`config.mk`:
```
export PLATFORM = sky130hd
export DESIGN_NAME = rpwb_lane
export DESIGN_NICKNAME = d
export VERILOG_FILES = /design/src/rpwb_pkg.sv /design/src/rpwb_div.sv /design/src/rpwb_lane.sv
export SDC_FILE = /design/constraint.sdc
export NUM_CORES = 2
export LEC_CHECK = 0
export CAP_MARGIN = 15
export CORE_ASPECT_RATIO = 0.7
export CORE_MARGIN = 5
export CORE_UTILIZATION = 30
export CTS_CLUSTER_DIAMETER = 30
export CTS_CLUSTER_SIZE = 20
export DETAILED_ROUTE_END_ITERATION = 16
export DONT_BUFFER_PORTS = 1
export GPL_TIMING_DRIVEN = 0
export PLACE_DENSITY_LB_ADDON = 0.3
export SLEW_MARGIN = 20
export SYNTH_ARGS = -nofsm -noshare
export SYNTH_HDL_FRONTEND = slang
export SYNTH_SLANG_ARGS = --single-unit
```
`constraint.sdc`:
```
create_clock -name clk -period 5.6 [get_ports clk]
set_input_delay 0.56 -clock clk [delete_from_list [all_inputs] [get_ports clk]]
set_output_delay 0.56 -clock clk [all_outputs]
set_load 0.01 [all_outputs]
```
`src/rpwb_pkg.sv`:
```
// ----------------------------------------------------------------------------
// rpwb_pkg
// shared types and constants for the reference patch white balance
// ----------------------------------------------------------------------------
package rpwb_pkg;

  localparam int HISTORY_DEPTH  = 30;
  localparam int MAX_DIM        = 4096;
  localparam int GAIN_FRAC_BITS = 12;
  localparam int TINT_FRAC      = 14;
  localparam int NUM_CH         = 3;

  localparam int SUM_W   = 33;
  localparam int CNT_W   = 25;
  localparam int GAIN_W  = 20;
  localparam int SLOT_W  = $clog2(HISTORY_DEPTH);
  localparam int FILL_W  = $clog2(HISTORY_DEPTH + 1);
  localparam int ACC_W   = GAIN_W + FILL_W;
  // dividend of the gain division: grey(8) * tint(16) << frac
  localparam int DIVD_W  = 8 + 16 + GAIN_FRAC_BITS;

  localparam logic [7:0]        VALID_LIMIT = 8'd253;
  localparam logic [7:0]        PIX_MAX     = 8'd255;
  localparam logic [GAIN_W-1:0] GAIN_MAX    = '1;
  localparam logic [CNT_W-1:0]  COUNT_MAX   = '1;
  localparam logic [GAIN_W-1:0] GAIN_UNITY  = GAIN_W'(1 << GAIN_FRAC_BITS);
  localparam logic [12:0]       DIM_LIMIT   = 13'(MAX_DIM);
  // x * 683 >> 11 equals x / 3 for x below 2048
  localparam logic [10:0]       THIRD_RECIP = 11'd683;

  typedef enum logic [2:0] {
    REG_ROW_START = 3'd0,
    REG_ROW_END   = 3'd1,
    REG_COL_START = 3'd2,
    REG_COL_END   = 3'd3,
    REG_SAT_HIGH  = 3'd4,
    REG_SAT_LOW   = 3'd5,
    REG_TINT      = 3'd6
  } reg_index_t;

  typedef enum logic [2:0] {
    ST_RUN,
    ST_MEAN,
    ST_GREY,
    ST_GAIN,
    ST_AVG,
    ST_DIV_AVG
  } state_t;

  typedef enum logic [1:0] {
    DIV_MEAN = 2'd0,
    DIV_GAIN = 2'd1,
    DIV_AVG  = 2'd2
  } div_op_t;

  typedef struct packed {
    logic        kind;
    logic [11:0] row;
    logic [11:0] col;
    logic [7:0]  blue;
    logic [7:0]  green;
    logic [7:0]  red;
    logic        pass_end;
  } in_item_t;

  typedef struct packed {
    logic [7:0] blue_out;
    logic [7:0] green_out;
    logic [7:0] red_out;
    logic       held_saturated;
    logic       frame_end;
  } out_item_t;

  // control from the sequencer to the per-channel lanes
  typedef struct packed {
    logic    accum;
    logic    clear;
    div_op_t div_op;
    logic    div_start;
    logic    mean_take;
    logic    gain_take;
    logic    hist_write;
    logic    avg_clear;
    logic    avg_step;
    logic    avg_take;
  } lane_ctrl_t;

endpackage

```
`src/rpwb_div.sv`:
```
// ----------------------------------------------------------------------------
// rpwb_div
// radix-2 restoring divider, one quotient bit per cycle
// ----------------------------------------------------------------------------
module rpwb_div (
  input  logic                        clk,
  input  logic                        rst,
  input  logic                        start,
  input  logic [rpwb_pkg::DIVD_W-1:0] dividend,
  input  logic [rpwb_pkg::DIVD_W-1:0] divisor,
  output logic                        busy,
  output logic [rpwb_pkg::DIVD_W-1:0] quotient
);
  import rpwb_pkg::*;

  localparam int STEP_W = $clog2(DIVD_W + 1);

  logic [DIVD_W-1:0] rem;
  logic [DIVD_W-1:0] dvs;
  logic [STEP_W-1:0] steps;
  logic [DIVD_W:0]   trial;

  assign trial = {rem, quotient[DIVD_W-1]} - {1'b0, dvs};

  always_ff @(posedge clk) begin
    if (rst) begin
      steps <= '0;
    end else if (start) begin
      steps    <= STEP_W'(DIVD_W);
      rem      <= '0;
      quotient <= dividend;
      dvs      <= divisor;
    end else if (steps != '0) begin
      steps <= steps - 1'b1;
      if (!trial[DIVD_W]) begin
        rem      <= trial[DIVD_W-1:0];
        quotient <= {quotient[DIVD_W-2:0], 1'b1};
      end else begin
        rem      <= {rem[DIVD_W-2:0], quotient[DIVD_W-1]};
        quotient <= {quotient[DIVD_W-2:0], 1'b0};
      end
    end
  end

  assign busy = (steps != '0);

endmodule

```
`src/rpwb_lane.sv`:
```
// ----------------------------------------------------------------------------
// rpwb_lane
// one color channel: patch sum, mean and gain division, gain history, scaling
// ----------------------------------------------------------------------------
module rpwb_lane (
  input  logic                        clk,
  input  logic                        rst,
  input  rpwb_pkg::lane_ctrl_t        ctrl,
  input  logic [7:0]                  pix,
  input  logic [rpwb_pkg::CNT_W-1:0]  count,
  input  logic [7:0]                  grey,
  input  logic [15:0]                 tint,
  input  logic [rpwb_pkg::SLOT_W-1:0] slot,
  input  logic [rpwb_pkg::SLOT_W-1:0] avg_idx,
  input  logic [rpwb_pkg::FILL_W-1:0] filled,
  output logic                        div_busy,
  output logic [7:0]                  mean,
  output logic [7:0]                  scaled
);
  import rpwb_pkg::*;

  logic [SUM_W-1:0]  sum;
  logic [DIVD_W-1:0] divd, divs, quo;
  logic [GAIN_W-1:0] hist [HISTORY_DEPTH];
  logic [GAIN_W-1:0] hist_rd;
  logic [ACC_W-1:0]  acc;
  logic [GAIN_W-1:0] gain;
  logic [GAIN_W-1:0] new_gain;
  logic [GAIN_W+7:0] prod;

  // the divider serves the mean, the gain and the history average in turn
  always_comb begin
    case (ctrl.div_op)
      DIV_MEAN: begin
        divd = DIVD_W'(sum) + DIVD_W'(count >> 1);
        divs = DIVD_W'(count);
      end
      DIV_GAIN: begin
        divd = DIVD_W'({8'd0, grey} * {8'd0, tint}) << GAIN_FRAC_BITS;
        divs = DIVD_W'(mean) << TINT_FRAC;
      end
      DIV_AVG: begin
        divd = DIVD_W'(acc);
        divs = DIVD_W'(filled);
      end
      default: begin
        divd = '0;
        divs = '0;
      end
    endcase
  end

  rpwb_div u_div (
    .clk      (clk),
    .rst      (rst),
    .start    (ctrl.div_start),
    .dividend (divd),
    .divisor  (divs),
    .busy     (div_busy),
    .quotient (quo)
  );

  always_comb begin
    if (mean == 8'd0 || quo > DIVD_W'(GAIN_MAX)) begin
      new_gain = GAIN_MAX;
    end else begin
      new_gain = quo[GAIN_W-1:0];
    end
  end

  always_ff @(posedge clk) begin
    if (rst) begin
      sum  <= '0;
      gain <= GAIN_UNITY;
    end else begin
      if (ctrl.clear) begin
        sum <= '0;
      end else if (ctrl.accum) begin
        sum <= sum + SUM_W'(pix);
      end
      if (ctrl.avg_take) begin
        gain <= quo[GAIN_W-1:0];
      end
    end
  end

  // mean fits 8 bits because it is below 253
  always_ff @(posedge clk) begin
    if (ctrl.mean_take) begin
      mean <= quo[7:0];
    end
    if (ctrl.avg_clear) begin
      acc <= '0;
    end else if (ctrl.avg_step) begin
      acc <= acc + ACC_W'(hist_rd);
    end
  end

  always_ff @(posedge clk) begin
    if (ctrl.hist_write) begin
      hist[slot] <= new_gain;
    end
    hist_rd <= hist[avg_idx];
  end

  assign prod   = {8'd0, gain} * {{GAIN_W{1'b0}}, pix};
  assign scaled = (prod[GAIN_W+7:GAIN_FRAC_BITS] > (GAIN_W+8-GAIN_FRAC_BITS)'(PIX_MAX))
                  ? PIX_MAX : prod[GAIN_FRAC_BITS+7:GAIN_FRAC_BITS];

endmodule

```
Word-level counts from Yosys, hierarchy flattened
Memory sizes are Yosys's and may differ from the RTL's. A register that Yosys moved wholly into a read port is not among the register bits.
Cells that the tools add are included.
{ "totals": {"regBits": 200, "latch_bits": 0, "mem_bits_rw": 600, "mem_bits_ro": 0, "inputBits": 85, "output_inout_bits": 17, "word_cells": 44, "mem_count": 1} }
{ "memory_table": {"columns": ["memory", "depth", "width", "read_ports", "rd_clocked_by_memory_dff", "write_ports", "line_no", "source"], "rows": [
  ["hist", 30, 20, 1, 1, 1, "rpwb_lane.sv:24", "logic [GAIN_W-1:0] hist [HISTORY_DEPTH];"]
]} }
{ "classes": {"add_sub_neg": 5, "n_mul": 2, "div": 0, "n_lt_le_gt_ge": 2, "eq_ne": 2, "shift": 0, "mux": 13, "n_bitwise": 1, "reduce_logical": 9} }
{ "ops": {"columns": ["op", "n"], "rows": [
  ["$mux 36", 4],
  ["$pmux 36 s3", 1],
  ["$pmux 25 s3", 1],
  ["$sub 37x36->37", 1],
  ["$gt 36x20->1 const B", 1],
  ["$add 33x24->34", 1],
  ["$add 33x8->33", 1],
  ["$mul 20x8->28", 1],
  ["$add 25x20->25", 1],
  ["$mul 8x16->24", 1],
  ["$mux 20", 1],
  ["$gt 16x8->1 const B", 1],
  ["$mux 6", 2],
  ["$logic_not 8->1", 1],
  ["$mux 8", 1],
  ["$reduce_bool 6->1", 1],
  ["$sub 6x1->6 const B", 1],
  ["$reduce_and 2->1", 2],
  ["$reduce_or 2->1", 2],
  ["$mux 1", 3],
  ["$eq 2x1->1 const B", 1],
  ["$eq 2x2->1 const B", 1],
  ["$logic_not 2->1", 1],
  ["$reduce_bool 2->1", 1],
  ["other kinds (2)", 2]
]} }

Depth between registers and ports, before layout
{ "depth": {"ltp_word": 4, "mapped_depth": 20, "mapped_depth_nobuf": 19} }

By module
From an unflattened synthesis, not the netlist that was laid out.
{ "unflattened": {"hier_cells": 3400, "area_unflattened_um2": 45346.0} }
{ "modules_own_cells": {"columns": ["mod", "n_inst", "cells_per_inst", "area_each_um2"], "rows": [
  ["rpwb_lane", 1, 2835, 38831.0],
  ["rpwb_div", 1, 565, 6515.0]
]} }

Worst setup path after synthesis
No wires, ideal clock.
{ "synth_path": {"path_kind": "in2out", "from": "in pix[7]", "to": "out scaled[3]", "arrival_time_ns": 5.418, "required_ns": 5.040, "path_slack_ns": -0.378, "cell_stages": 17, "n_path_buf": 1, "path_cell_list": "clkbuf_1 > and2_1 > fa_1 > fa_1 > fa_1 > inv_1 > fa_1 > inv_1 > ha_1 > and3_1 > a221oi_1 > a2111o_1 > and3_1 > nor2_1 > mux2_2 > nor4_1 > o211ai_1"} }
{ "synth_between": {"elab_chain_len": 3} }
{ "synth_rtl": {"columns": ["item", "line_no", "source"], "rows": [
  ["start: declaration", "rpwb_lane.sv:9", "input logic [7:0] pix,"],
  ["$mul 20x8->28 *", "rpwb_lane.sv:106", "assign prod = {8'd0, gain} * {{GAIN_W{1'b0}}, pix};"],
  ["$gt 16x8->1", "rpwb_lane.sv:107", "assign scaled = (prod[GAIN_W+7:GAIN_FRAC_BITS] > (GAIN_W+8-GAIN_FRAC_BITS)'(PIX_MAX))"],
  ["$mux 8 *", "rpwb_lane.sv:108", "? PIX_MAX : prod[GAIN_FRAC_BITS+7:GAIN_FRAC_BITS];"],
  ["end: declaration", "rpwb_lane.sv:18", "output logic [7:0] scaled"]
]} }
Mark *: on every way between the ends. The rest lies on a longest branch, timed or not.

Worst setup path in the final report
{ "layout_path": {"from": "reg gain[1]", "to": "out scaled[1]"} }
{ "layout_between": {"elab_chain_len": 3} }
{ "layout_rtl": {"columns": ["item", "line_no", "source"], "rows": [
  ["start: declaration", "rpwb_lane.sv:27", "logic [GAIN_W-1:0] gain;"],
  ["start signal: assignment", "rpwb_lane.sv:82", "gain <= quo[GAIN_W-1:0];"],
  ["$mul 20x8->28 *", "rpwb_lane.sv:106", null],
  ["$gt 16x8->1", "rpwb_lane.sv:107", null],
  ["$mux 8 *", "rpwb_lane.sv:108", null]
]} }
Marks and branches as above.

==> results.md <==
* Max-Cap Viols at 0
* Die Area at 0.155 mm^2
* Wire per inst at 21.1 um
* Nets@finish at 3949
* Die X at 469 um
* DRC at 0
* Critical Path Start Type: flip-flop
* Buffer depth of the longest clock path at 3
* Share of cells above drive strength 1 at 18.2%
* Data arrival, critical path at 5530 ps
* 1st-iter DRT viols at 2359
* Most common library cell in the layout ignoring fill and taps: edfxtp_1
* Drt via density at 4.93
* TritonCTS Sinks at ~800
* Internal Pwr Total at 13.9 mW
* Sequential power share at 34.8%
* Core Region at about 0.15 mm^2
* Boundary Pins at 102
* PwrDens at 375 mW/mm^2
* Yosys reg bits at 809
* CP Capture Type: output pin
* Synth warn at 0
* Antenna viol nets, final at 0
* Post-synth cell types at 74
* Die Y at roughly 330 um
* Mapped Cells at 3311
* Async S/R FF share, synth at 0%
* P_sw at 5.91 mW
* Gr ovfl total at 0
* Antenna violations before repair at 5
* Mapped Area at ~0.044 mm^2
* Total power at 19.8 mW
* Global Route Usage Sum at 14.9%
* Final setup violation count at 8
* Post-synthesis sequential area ratio at 52.6%
* Number of global-route vias before repair at around 28000
* Min cycle time layout at around 6100 ps
* # rows at around 120
* Clock Latency Late Sink at 730 ps
* Max Clock Skew at 35.7 ps
* Detailed Route WL at about 120000 um
* Status: complete, but fails checks
* Combinational power share at 22.0%
* HP Class: input pin to flip-flop
* Port bufs at 0
* Root buf cell: clkbuf_16
* Synth Area per Inst at approximately 13 um^2
* Tcrit/Tclk final at 109%
* Hpwl dp at 86000 um
* RSZ-0062 raised after global routing: true
* Crit-path max FO at 6
* Hold Fails Final Rpt at 0
* CTS Buf Count at about 140
* Final WS setup at -491 ps
* Clock network power share at 43.2%
* Kind of critical path: flip-flop to output pin
* Req. time, crit path at 5040 ps
* First-pass GRT wire length at 177000 um
* Drt pass-1 iters at 7
* Placement Setup Slack at -872 ps
* Slew headroom at between 10% and 20%
* Synth Net Count at 3758
* Hold_ws at 44.7 ps
* Sw frac at 29.8%
* Worst vdd ir at 0.271 mV
* Placer Congestion at 0.869
* Leak at 16.9 nW
* EDFF count, synth at 705
* Violated checks: setup timing
* Vias at 27556
* CTS tree: built
* Setup TNS at -3480 ps
* Initial Util at 30.3%
* Largest net degree at the start of global routing at 31
* Fmax achieved at around 160 MHz
* Max Slew Vio Count at 0
* CTS H-tree depth at 4
* Main synth FF type: edfxtp_1
* Worst-Margin Slew at around 1200 ps
* Area Overhead vs Synth at 19.7%
* Most frequent cells in the layout: edfxtp_1 (705), inv_1 (281), nor2_1 (221)
* Clk slew on worst S/H paths at 50 ps
* Core Util, Final at 36.3%
-- through the flow --
step	std cells	instance area (um^2)
global placement	5274	46700
floorplan	3311	44200
finish	5589	52900
CTS	5576	52700
global route	5586	52900
detailed placement	5291	47400
-- kinds of logic (layout without fill, tap and decap cells) --
logic type	Yosys count	count (layout)	synth area share [%]
XOR/XNOR	113	113	2.24
other	0	5	0
adder cells (fa/ha/maj)	362	362	13.6
AND/OR/NAND/NOR	884	884	9.87
multiplexers	281	281	11.6
flip-flops	809	809	52.6
buffers and inverters	418	728	3.58
AO/OA/AOI/OAI	444	444	6.58
-- state kept, by name, indices dropped and copies added, names as in the netlist --
name and cells:
u_div.dvs 25, sum 33, mean 8, acc 25, hist_rd 20, hist 600, u_div.steps 6, gain 20
u_div.quotient 36, u_div.rem 36
-- power by group through the flow --
stage | Sequential (mW) | Clock (mW) | Combinational, mW
after floorplan | 6.91 | 0 | 3.07
after global placement | 7.03 | 0 | 3.98
after detailed placement | 7.01 | 0 | 4.07
after CTS | 6.90 | 8.70 | 4.25
after global routing | 6.92 | 9.03 | 4.90
final | 6.91 | 8.56 | 4.37
-- layer usage --
metal	routed length, um	GRT usage (%)	share of wire, %	up-vias
met5	108	0.742	0.092	-
li1	-	-	-	12554
met3	8540	3.49	7.3	152
met2	48600	20.6	41	855
met1	58300	23.3	49	13993
met4	2220	3.76	1.9	2
-- what timing repair did --
action,in CTS,in global routing
endpoints found under the setup margin,8,11
setup buffers,20,7
hold endpoints to repair,12,0
pin swaps,42,14
hold buffers,5,0
gates resized for setup,75,31
-- final cells by class --
cell class | instances | area (um^2)
well taps | 1963 | 2460
multi-input cells | 2084 | 20000
fillers | 13912 | 93000
clock buffers | 160 | 3730
diodes | 5 | 12.5
repair buffers | 50 | 734
flip-flops and latches | 809 | 23300
plain buffers | 128 | 504
inverters | 285 | 1070
clock inverters | 105 | 1070
-- worst paths after layout --
path	from	depth (start not counted)	endpoint	slack, ps
max reg2reg	u_div.quotient[35]	12	u_div.rem[35]	1270
max	gain[1]	16	scaled[1]	-490
min	count[24]	1	u_div.dvs[24]	40
min reg2reg	acc[24]	2	acc[24]	500
-- critical path, stage by stage, from the launching register on --
cell and delay (ps):
dfxtp_4 380, nand2_2 60, fa_1 510, fa_1 570
inv_2 60, fa_1 480, fa_1 540, ha_4 290
and3_4 180, a221oi_4 70, a2111o_1 490, and3_4 210
nor2_4 70, mux2_4 320, nor4_4 260, buf_6 160
o211ai_1 170
-- synthesized netlist by cell type (5+ instances only) --
master | instances | area [um^2]
nor3b_1 | 8 | 60.1
mux2i_1 | 57 | 571
a221oi_1 | 8 | 70.1
nor4_1 | 15 | 93.8
nor3_1 | 34 | 170
o21a_1 | 24 | 180
and2_1 | 196 | 1230
nor2b_1 | 22 | 138
o31ai_1 | 13 | 97.6
or2_2 | 10 | 62.6
mux4_2 | 180 | 4050
a21o_1 | 47 | 353
nor4b_1 | 5 | 43.8
clkbuf_1 | 104 | 390
and3_1 | 11 | 68.8
a211o_1 | 5 | 43.8
or3_1 | 18 | 113
a31oi_1 | 17 | 106
inv_1 | 285 | 1070
a2111oi_0 | 10 | 87.6
or4_1 | 8 | 60.1
o21ai_0 | 65 | 325
edfxtp_1 | 705 | 21200
ha_1 | 167 | 2090
o22ai_1 | 17 | 106
xnor2_1 | 75 | 657
o211ai_1 | 12 | 90.1
nand3_1 | 45 | 225
o21bai_1 | 7 | 52.6
a21oi_1 | 139 | 696
a211oi_1 | 27 | 203
buf_1 | 23 | 86.3
o221ai_1 | 5 | 43.8
nand2_1 | 201 | 754
nor2_1 | 254 | 953
nand3b_1 | 9 | 67.6
nand2b_1 | 24 | 150
fa_1 | 195 | 3900
xor2_1 | 38 | 333
mux2_2 | 43 | 484
dfxtp_1 | 104 | 2080
nand4_1 | 13 | 81.3
No activity file was read; power rests on OpenSTA's default activity.
